[src/rtl/kslpc_pkg.sv]
// Shared constants for the key short/long press classifier.
// No dependencies; used by key_short_long_press_classifier_core.
package kslpc_pkg;

    localparam int unsigned TICK_W  = 16;
    localparam int unsigned EVT_W   = 2;
    localparam int unsigned CFG_IDX_W = 2;

    // press event codes
    localparam logic [EVT_W-1:0] EVT_NONE  = 2'd0;
    localparam logic [EVT_W-1:0] EVT_SHORT = 2'd1;
    localparam logic [EVT_W-1:0] EVT_LONG  = 2'd2;

    // configuration register indexes
    localparam logic [CFG_IDX_W-1:0] CFG_LONG_PRESS = 2'd0;
    localparam logic [CFG_IDX_W-1:0] CFG_LOCKOUT    = 2'd1;

    // register reset values and the tick counter maximum
    localparam logic [TICK_W-1:0] LONG_PRESS_RST = 16'd1000;
    localparam logic [TICK_W-1:0] LOCKOUT_RST    = 16'd200;
    localparam logic [TICK_W-1:0] TICK_MAX       = 16'hFFFF;

endpackage

[src/rtl/key_short_long_press_classifier_core.sv]
// Key short/long press classifier: one key sample per tick in, one event word out.
// Depends on kslpc_pkg for widths, event codes and register indexes.
//
//  channel  | handshake                   | payload
//  ---------+-----------------------------+--------------------------------
//  in       | i_in_valid / o_in_stall     | i_key_level
//  out      | o_out_valid / i_out_stall   | o_press_event, o_locked_out
//  cfg      | i_cfg_valid / o_cfg_ready   | i_cfg_index, i_cfg_data
//
// A sample is taken each cycle unless the input stalls; its result word is registered.
// The state update is a single combinational pass into the state and result
// registers, so throughput is one word per cycle, limited only by output stall.
// Input stalls only while a result word is held and the output side stalls.
// Synchronous active-low reset restores the register and key state defaults.
module key_short_long_press_classifier_core (
    input  logic                                i_clk,
    input  logic                                i_rst_n,
    // sample channel
    input  logic                                i_in_valid,
    output logic                                o_in_stall,
    input  logic                                i_key_level,
    // result channel
    output logic                                o_out_valid,
    input  logic                                i_out_stall,
    output logic [kslpc_pkg::EVT_W-1:0]         o_press_event,
    output logic                                o_locked_out,
    // configuration channel
    input  logic                                i_cfg_valid,
    output logic                                o_cfg_ready,
    input  logic [kslpc_pkg::CFG_IDX_W-1:0]     i_cfg_index,
    input  logic [kslpc_pkg::TICK_W-1:0]        i_cfg_data
);

    logic                          w_in_accept;

    logic [kslpc_pkg::TICK_W-1:0]  r_long_ticks;
    logic [kslpc_pkg::TICK_W-1:0]  r_lockout_ticks;

    logic                          r_prev_level,     n_prev_level;
    logic                          r_await_press,    n_await_press;
    logic                          r_key_enabled,    n_key_enabled;
    logic                          r_swallow,        n_swallow;
    logic                          r_timer_running,  n_timer_running;
    logic [kslpc_pkg::TICK_W-1:0]  r_timer_remaining, n_timer_remaining;
    logic [kslpc_pkg::TICK_W-1:0]  r_held_ticks,     n_held_ticks;
    logic [kslpc_pkg::EVT_W-1:0]   n_event;

    logic                          r_out_valid;
    logic [kslpc_pkg::EVT_W-1:0]   r_press_event;
    logic                          r_locked_out;

    // accept a sample whenever the result register is free or draining
    assign o_in_stall  = r_out_valid & i_out_stall;
    assign w_in_accept = i_in_valid & ~o_in_stall;
    assign o_cfg_ready = 1'b1;

    assign o_out_valid   = r_out_valid;
    assign o_press_event = r_press_event;
    assign o_locked_out  = r_locked_out;

    // capture configuration words; unknown indexes are dropped
    always_ff @(posedge i_clk) begin
        if (!i_rst_n) begin
            r_long_ticks    <= kslpc_pkg::LONG_PRESS_RST;
            r_lockout_ticks <= kslpc_pkg::LOCKOUT_RST;
        end else if (i_cfg_valid && o_cfg_ready) begin
            unique case (i_cfg_index)
                kslpc_pkg::CFG_LONG_PRESS: r_long_ticks    <= i_cfg_data;
                kslpc_pkg::CFG_LOCKOUT:    r_lockout_ticks <= i_cfg_data;
                default: ;
            endcase
        end
    end

    // one tick: edge handling first, then the one-shot timer, then elapsed count
    always_comb begin
        n_prev_level      = r_prev_level;
        n_await_press     = r_await_press;
        n_key_enabled     = r_key_enabled;
        n_swallow         = r_swallow;
        n_timer_running   = r_timer_running;
        n_timer_remaining = r_timer_remaining;
        n_held_ticks      = r_held_ticks;
        n_event           = kslpc_pkg::EVT_NONE;

        if (w_in_accept) begin
            // edge logic; while disabled, only a pending swallowed edge is taken, others are ignored
            if (i_key_level != r_prev_level) begin
                if (r_swallow) begin
                    n_swallow     = 1'b0;
                    n_await_press = 1'b1;
                end else if (r_key_enabled) begin
                    if (r_await_press) begin
                        if (!i_key_level) begin
                            n_await_press     = 1'b0;
                            n_timer_running   = 1'b1;
                            n_timer_remaining = r_long_ticks;
                            n_held_ticks      = '0;
                        end
                    end else if (i_key_level) begin
                        n_await_press = 1'b1;
                        if (r_held_ticks < r_long_ticks) begin
                            n_event           = kslpc_pkg::EVT_SHORT;
                            n_key_enabled     = 1'b0;
                            n_timer_running   = 1'b1;
                            n_timer_remaining = r_lockout_ticks;
                        end
                    end
                end
            end
            n_prev_level = i_key_level;

            // timer: a remaining count of zero or one expires this tick
            if (n_timer_running) begin
                if (n_timer_remaining <= kslpc_pkg::TICK_W'(1)) begin
                    n_timer_remaining = '0;
                    n_timer_running   = 1'b0;
                    if (n_key_enabled) begin
                        n_key_enabled     = 1'b0;
                        n_swallow         = 1'b1;
                        n_event           = kslpc_pkg::EVT_LONG;
                        n_timer_running   = 1'b1;
                        n_timer_remaining = r_lockout_ticks;
                    end else begin
                        n_key_enabled = 1'b1;
                    end
                end else begin
                    n_timer_remaining = n_timer_remaining - kslpc_pkg::TICK_W'(1);
                end
            end

            // saturating elapsed counter
            if (n_held_ticks != kslpc_pkg::TICK_MAX) begin
                n_held_ticks = n_held_ticks + kslpc_pkg::TICK_W'(1);
            end
        end
    end

    // key state registers
    always_ff @(posedge i_clk) begin
        if (!i_rst_n) begin
            r_prev_level      <= 1'b1;
            r_await_press     <= 1'b1;
            r_key_enabled     <= 1'b1;
            r_swallow         <= 1'b0;
            r_timer_running   <= 1'b0;
            r_timer_remaining <= '0;
            r_held_ticks      <= '0;
        end else begin
            r_prev_level      <= n_prev_level;
            r_await_press     <= n_await_press;
            r_key_enabled     <= n_key_enabled;
            r_swallow         <= n_swallow;
            r_timer_running   <= n_timer_running;
            r_timer_remaining <= n_timer_remaining;
            r_held_ticks      <= n_held_ticks;
        end
    end

    // result word valid: set on accept, drop when taken
    always_ff @(posedge i_clk) begin
        if (!i_rst_n) begin
            r_out_valid <= 1'b0;
        end else if (w_in_accept) begin
            r_out_valid <= 1'b1;
        end else if (!i_out_stall) begin
            r_out_valid <= 1'b0;
        end
    end

    // result payload, loaded with each accepted sample
    always_ff @(posedge i_clk) begin
        if (w_in_accept) begin
            r_press_event <= n_event;
            r_locked_out  <= ~n_key_enabled;
        end
    end

`ifndef SYNTHESIS
    // a reported long press always leaves the key locked out; a short press
    // with a one-tick lockout may already be re-enabled in the same tick
    a_event_locks: assert property (@(posedge i_clk) disable iff (!i_rst_n)
        (r_out_valid && (r_press_event == kslpc_pkg::EVT_LONG)) |-> r_locked_out)
        else $error("long press reported without lockout");

    // a stopped timer holds zero
    a_timer_idle_zero: assert property (@(posedge i_clk) disable iff (!i_rst_n)
        !r_timer_running |-> (r_timer_remaining == '0))
        else $error("stopped timer holds a count");

    // a disabled key always has its lockout timer running
    a_lockout_timed: assert property (@(posedge i_clk) disable iff (!i_rst_n)
        !r_key_enabled |-> r_timer_running)
        else $error("key disabled with no timer running");

    // the held result word tracks the live lockout state
    a_locked_tracks: assert property (@(posedge i_clk) disable iff (!i_rst_n)
        r_out_valid |-> (r_locked_out == !r_key_enabled))
        else $error("locked_out disagrees with key state");
`endif

endmodule

[config.mk]
export PLATFORM = sky130hd
export DESIGN_NAME = key_short_long_press_classifier_core
export DESIGN_NICKNAME = d
export VERILOG_FILES = /design/src/rtl/kslpc_pkg.sv /design/src/rtl/key_short_long_press_classifier_core.sv
export SDC_FILE = /design/constraint.sdc
export NUM_CORES = 1
export LEC_CHECK = 0
export BUFFER_PORTS_ARGS = -buffer_cell sky130_fd_sc_hd__buf_2
export CAP_MARGIN = 20
export CORE_MARGIN = 3
export CORE_UTILIZATION = 29
export CTS_CLUSTER_SIZE = 14
export DETAILED_ROUTE_END_ITERATION = 6
export GPL_ROUTABILITY_DRIVEN = 0
export PLACE_DENSITY = 0.42
export SYNTH_ARGS = -nofsm -noshare
export SYNTH_HDL_FRONTEND = slang
export SYNTH_SLANG_ARGS = --single-unit
[constraint.sdc]
create_clock -name i_clk -period 4.6 [get_ports i_clk]
set_input_delay 0.23 -clock i_clk [delete_from_list [all_inputs] [get_ports i_clk]]
set_output_delay 0.23 -clock i_clk [all_outputs]
set_load 0.05 [all_outputs]
Word-level counts from Yosys, hierarchy flattened
Index checks and enable logic that the tools add are counted.
- output and inout bits: 6
- register bits after elaboration: 73
- logic and storage cells: 87
- reductions and logical operators: 5
- $add $sub $neg: 2
- equal/unequal tests: 4
- bitwise logic cells: 4
- magnitude comparators: 2
- muxes and demuxes: 58
- operators with widths (cell ; count):
    two-way mux 16 bit ; 18
    two-way mux 1 bit ; 37
    adder 16 x 1 -> 16 bit (second input constant) ; 1
    <= comparator 16 x 1 -> 1 bit (second input constant) ; 1
    < comparator 16 bit ; 1
    inequality test 16 bit (second input constant) ; 1
    subtractor 16 x 1 -> 16 bit (second input constant) ; 1
    two-way mux 2 bit ; 3
    AND reduction 2 bit ; 2
    AND reduction 3 bit ; 1
    bitwise AND 1 bit ; 2
    equality test 2 x 1 -> 1 bit (second input constant) ; 1
    logical NOT 2 bit ; 1
    inequality test 2 x 1 -> 1 bit (second input constant) ; 1
    NOT 1 bit ; 2
    nonzero test 2 bit ; 1
    inequality test 1 bit ; 1

Longest topological paths before layout
- word-level depth: 13
- mapped depth: 19
- gate-level depth less buffers: 17

Worst setup path after synthesis
No wires, ideal clock.
- path kind: reg2reg
- from: reg r_long_ticks[14] (netlist name)
- to: reg r_locked_out (netlist: o_locked_out) (data pin)
- period minus slack after synthesis: 3817 ps
- arrival: 3558 ps
- stages on the path, launching flop included: 17
- setup time: 258 ps
- data required time: 4342 ps
- slack: 783 ps
- path buffers: 2
- cells stage by stage: dfxtp_1 > inv_1 > ha_1 > nand4_4 > nor4_4 > nand3_4 > nand3_2 > inv_2 > buf_2 > a221oi_1 > ha_1 > nor2_1 > nor4_4 > and3_4 > buf_6 > ha_1 > a31o_2
- word-level cells in the longest chain between the ends: 13
- elaborated cells on any way between the ends: 29
- those cells by class: 2 x order compare; 26 x mux; 1 x bitwise
- ends and longest elaborated chain (what ; line ; RTL):
    from (decl) ; key_short_long_press_classifier_core.sv:36 ; logic [kslpc_pkg::TICK_W-1:0] r_long_ticks;
    from (signal assigned) ; key_short_long_press_classifier_core.sv:64 ; r_long_ticks <= kslpc_pkg::LONG_PRESS_RST;
    from (signal assigned) ; key_short_long_press_classifier_core.sv:68 ; kslpc_pkg::CFG_LONG_PRESS: r_long_ticks <= i_cfg_data;
    < comparator 16 bit ; key_short_long_press_classifier_core.sv:102 ; if (r_held_ticks < r_long_ticks) begin
    two-way mux 16 bit / two-way mux 1 bit (equally long branches) ; key_short_long_press_classifier_core.sv:102 ;
    two-way mux 16 bit / two-way mux 1 bit (equally long branches) ; key_short_long_press_classifier_core.sv:100 ; end else if (i_key_level) begin
    two-way mux 16 bit / two-way mux 1 bit (equally long branches) ; key_short_long_press_classifier_core.sv:93 ; if (r_await_press) begin
    two-way mux 16 bit / two-way mux 1 bit (equally long branches) ; key_short_long_press_classifier_core.sv:92 ; end else if (r_key_enabled) begin
    two-way mux 16 bit / two-way mux 1 bit (equally long branches) ; key_short_long_press_classifier_core.sv:89 ; if (r_swallow) begin
    two-way mux 16 bit / two-way mux 1 bit (equally long branches) ; key_short_long_press_classifier_core.sv:88 ; if (i_key_level != r_prev_level) begin
    two-way mux 16 bit / two-way mux 1 bit (equally long branches) ; key_short_long_press_classifier_core.sv:86 ; if (w_in_accept) begin
    <= comparator 16 x 1 -> 1 bit / two-way mux 1 bit (equally long branches) ; key_short_long_press_classifier_core.sv:115, key_short_long_press_classifier_core.sv:118 ;
    two-way mux 1 bit ; key_short_long_press_classifier_core.sv:115 ; if (n_timer_remaining <= kslpc_pkg::TICK_W'(1)) begin
    two-way mux 1 bit (*) ; key_short_long_press_classifier_core.sv:114 ; if (n_timer_running) begin
    two-way mux 1 bit (*) ; key_short_long_press_classifier_core.sv:86 ;
    NOT 1 bit (*) ; key_short_long_press_classifier_core.sv:175 ; r_locked_out <= ~n_key_enabled;
    to (signal assigned) ; key_short_long_press_classifier_core.sv:175 ;
    to (decl) ; key_short_long_press_classifier_core.sv:50 ; logic r_locked_out;
Every way passes the cells marked *; elsewhere a longest branch is shown, timed or not. The select of a mux whose other input is x is not followed.
A chain may end at the register's enable or synchronous reset.

Worst setup path in the final report
- from: reg r_long_ticks[9] (netlist name)
- to: reg r_timer_remaining[12] (netlist name)
- word-level cells in the longest chain between the ends: 11
- elaborated cells on any way between the ends: 28
- those cells by class: 1 x add/sub; 2 x order compare; 25 x mux
- ends and longest elaborated chain (what ; line ; RTL):
    < comparator 16 bit ; key_short_long_press_classifier_core.sv:102 ;
    two-way mux 16 bit / two-way mux 1 bit (equally long branches) ; key_short_long_press_classifier_core.sv:102 ;
    two-way mux 16 bit / two-way mux 1 bit (equally long branches) ; key_short_long_press_classifier_core.sv:100 ;
    two-way mux 16 bit / two-way mux 1 bit (equally long branches) ; key_short_long_press_classifier_core.sv:93 ;
    two-way mux 16 bit / two-way mux 1 bit (equally long branches) ; key_short_long_press_classifier_core.sv:92 ;
    two-way mux 16 bit / two-way mux 1 bit (equally long branches) ; key_short_long_press_classifier_core.sv:89 ;
    two-way mux 16 bit / two-way mux 1 bit (equally long branches) ; key_short_long_press_classifier_core.sv:88 ;
    two-way mux 16 bit / two-way mux 1 bit (equally long branches) ; key_short_long_press_classifier_core.sv:86 ;
    subtractor 16 x 1 -> 16 bit (tied with other cells) ; key_short_long_press_classifier_core.sv:128 ; n_timer_remaining = n_timer_remaining - kslpc_pkg::TICK_W'(1);
    two-way mux 16 bit ; key_short_long_press_classifier_core.sv:115 ;
    two-way mux 16 bit (*) ; key_short_long_press_classifier_core.sv:114 ;
    to (signal assigned) ; key_short_long_press_classifier_core.sv:155 ; r_timer_remaining <= n_timer_remaining;
    to (decl) ; key_short_long_press_classifier_core.sv:44 ; logic [kslpc_pkg::TICK_W-1:0] r_timer_remaining, n_timer_remaining;
Marks and branches as above.

==> results list <==
- Status: finished, final reports clean
- Global routing finished with a remaining overflow of 0.
* Post-Route Setup TNS: 0 ps
- The synthesized netlist occupies a cell area of 5254 um^2.
- # port buffers: 28
- Most common cell after layout, fill and taps aside: sky130_fd_sc_hd__nand2_1
- Slowest library cell on the worst path: sky130_fd_sc_hd__a221oi_1
- After synthesis the netlist holds a flip-flop and latch count of 73.
* Tightest Pin Transition: 936.3 ps
- Crit path max-delay family: simple AND/OR/NAND/NOR gates
- The finished cells cover about 5900 um^2.
- The number of nets handed over by synthesis was 721.
- Via count: around 5300
- Non-filler cells, final: between 900 and 1000
- In the finished design, the share of the clock period the worst path needs comes to 93.11%.
* Number of resized instances in the post-cts repair step: 0
- Synth top area cells: sky130_fd_sc_hd__dfxtp_1, sky130_fd_sc_hd__nand2_1, sky130_fd_sc_hd__ha_1
- The worst setup path is launched from a flop.
- The detailed router finished its first iteration with ~360 violations.
* Final WS setup: 316.7 ps
- In this run the deepest clock path goes through 2 buffers.
* Hold-fix buffers, CTS: 0
- Syn-to-layout area delta: 12.86%
- In the layout the commonest cells are sky130_fd_sc_hd__nand2_1, sky130_fd_sc_hd__dfxtp_1, sky130_fd_sc_hd__nor2_1, sky130_fd_sc_hd__inv_1.
* Detailed placer's ending HPWL: roughly 14000 um
- Count of different cell masters after synthesis: 88
* Maximum number of pins on one net before global-route repair: between 40 and 50
* Die footprint: between 15000 and 20000 um^2
- Clock input transition at the sequential cells of the worst setup and hold paths: about 60 ps
* Placement Rows: 48
- Syn. warnings: 0
- Launch point of the worst path: r_long_ticks[9]
- Area of combinational cells with multiple inputs: around 3400 um^2
* Critical path capture point type: flop
- For this run, the detailed router's first-pass iteration total came to 5.
- For this run, the top clock speed supported by timing is roughly 230 MHz.
* Maximum fanout count along the critical path: 9
- The number of endpoints with negative hold slack in the final report is 0.
- After the last flow step, the layout net total stands at approximately 730.
- The layout has ~1900 filler cells.
* Peak per-stage delay on the critical path: 530 ps
- Final period demand of the worst path: between 4000 and 5000 ps
- Die Ht: 140.6 um
* Total routed wirelength: approximately 19000 um
* Placed Instance Area: between 5000 and 6000 um^2
- For the final database, setup skew stands at roughly 9.7 ps.
* Worst hold slack: between 100 and 150 ps
- Core occupancy in the finished layout: 33.81%
- Power per unit of standard cell area: ~320 nW/um^2
* Data arrival time of the critical path: approximately 4500 ps
- Critical path data required time: about 4800 ps
- In this run the worst hold path is classified as in2reg.
- The synthesized design spends more area on one cell type than any other, namely sky130_fd_sc_hd__dfxtp_1.
* Max-slew violation count: 0
- The worst hold path begins at i_cfg_data[7].
* Critical-path cell list: inv_1, ha_1, nand4_1, nor4_4, nand3_4, nand3_2, inv_2, a221oi_1, ha_1, nand3_1, o221ai_1, a31oi_1, nor4_2, buf_4, nand3_1, mux2i_1, a31oi_1
* Share of synthesized registers carrying an async set or reset: 0%
* R2R Path Start: r_long_ticks[9]
- Worst path buffer plus inverter count: 3
- Clock latency of the later-clocked register in the worst-skew pair: roughly 350 ps
- Counting the buffers created by CTS gives 9.
- Dividing the detail-routed wire length by the instance count gives between 20 and 25 um.
- Sinks on Clock Net: 73
- Vias in the first global route: between 5000 and 6000
- Top-area cell type share of the netlist area: about a quarter
- Number of synthesized flops with an enable pin: 3
* ANT nets after route: 0
* Worst slew slack as a fraction of its limit: 37.58%
- Number of cells produced by synthesis: approximately 680
- Cells with a size suffix above 1 make up between 10% and 20% of the layout.
- Post-synthesis average cell area: between 7 and 8 um^2
* Chip Width: about 140 um
- Via density: around 5.7
- Standby leakage power: between 2 and 2.5 nW
* Area of the placeable core: 17540 um^2
- Dpl cells: between 900 and 1000
- During I/O placement, the number of pins put on the boundary was 30.
* Starting density of the core: ~30%
* # DRC: 0
* Storage cell area: about 1500 um^2
- The H-tree generated during clock tree synthesis spans 3 levels.
- Max VDD drop: around 0.19 mV
- 0 antenna diodes ended up in the layout.
- Setup violations remaining at the end of the flow were counted as 0.
- CTS placed an instance of sky130_fd_sc_hd__clkbuf_16 at the clock tree root.
- Setup repair after global routing left no endpoint under its margin.
- Total power after layout: 1.925 mW
- Global-route usage over all layers: 19.62%
- The number of antenna violations at the first check in global routing was 0.
* Setup repair bufs after CTS: 0
- Number of max-cap violations: 0
- Critical path class: reg2reg
- TritonCTS clock tree: yes
- First-pass GRT wire length: roughly 30000 um
- Most frequently used flop master after synthesis: sky130_fd_sc_hd__dfxtp_1
- For this run, the register share of the synthesized area comes to between 20% and 30%.
- At the placement stage, the worst setup path has a slack of approximately 300 ps.
-- state kept, by name (all words and copies together), names as in the netlist, named ones only --
signal             count
r_lockout_ticks       16
o_press_event          2
r_long_ticks          16
r_await_press          1
r_swallow              1
o_locked_out           1
r_held_ticks          16
r_prev_level           1
r_timer_running        1
r_timer_remaining     16
o_out_valid            1
-- report_power, final --
part	internal (mW)	total, mW	switching (mW)
Clock	0.392	0.684	0.292
Sequential	0.668	0.711	0.0436
Combinational	0.190	0.530	0.340
Total	1.25	1.93	0.676
-- routing by layer --
layer / up-vias / GRT usage, % / wire length (um)
met5: - / 0 / 0
met4: 0 / 7.955 / 544
met3: 29 / 5.360 / 1515
met2: 203 / 29.01 / 8199
met1: 2489 / 27.01 / 8940
li1: 2530 / - / -
-- synthesized netlist by cell type (4+ instances only) --
cell and count:
sky130_fd_sc_hd__nor3_1 13, sky130_fd_sc_hd__a221oi_1 7, sky130_fd_sc_hd__dfxtp_1 70, sky130_fd_sc_hd__o21a_1 7
sky130_fd_sc_hd__o21ai_0 29, sky130_fd_sc_hd__nor2b_1 4, sky130_fd_sc_hd__a211oi_1 9, sky130_fd_sc_hd__o31ai_1 8
sky130_fd_sc_hd__a221o_1 4, sky130_fd_sc_hd__buf_2 9, sky130_fd_sc_hd__nand2_1 110, sky130_fd_sc_hd__o211ai_1 14
sky130_fd_sc_hd__nand3_1 22, sky130_fd_sc_hd__nand2b_1 8, sky130_fd_sc_hd__a21boi_0 24, sky130_fd_sc_hd__clkbuf_1 36
sky130_fd_sc_hd__nor2_1 40, sky130_fd_sc_hd__ha_1 19, sky130_fd_sc_hd__mux2i_1 10, sky130_fd_sc_hd__and2_1 12
sky130_fd_sc_hd__a22o_1 10, sky130_fd_sc_hd__xnor2_1 6, sky130_fd_sc_hd__nor4_1 7, sky130_fd_sc_hd__and3_1 10
sky130_fd_sc_hd__a21oi_1 29, sky130_fd_sc_hd__inv_1 30, sky130_fd_sc_hd__a31oi_1 16, sky130_fd_sc_hd__nand4_1 14
-- layout make-up --
type	instances	share of cell area, %
Clock buffer	11	4.262
Tap cell	225	4.748
Multi-Input combinational cell	524	58.01
Inverter	31	1.962
Timing Repair Buffer	52	5.402
Sequential cell	73	25.15
Clock inverter	4	0.4642
-- cells by family after synthesis --
logic type,after synthesis,share of synthesized area (%)
AND/OR/NAND/NOR,273,27.22
AO/OA/AOI/OAI,209,29.29
buffers and inverters,81,6.358
flip-flops,73,28.39
adder cells (fa/ha/maj),19,4.525
multiplexers,12,2.334
XOR/XNOR,10,1.810
other,1,0.07138
-- worst min-delay path, stage by stage --
cell and delay, ps:
sky130_fd_sc_hd__buf_2 90, sky130_fd_sc_hd__nand2_1 40, sky130_fd_sc_hd__nand3_1 60
-- path summary, 6_finish.rpt --
path | endpoint | cells after the start | slack [ps]
hold reg to reg | r_long_ticks[1] | 2 | 460
hold / removal | r_lockout_ticks[7] | 3 | 110
setup reg to reg | r_timer_remaining[12] | 17 | 320
setup / recovery | r_timer_remaining[12] | 17 | 320
Note: power is estimated with default switching activity, not from simulation.
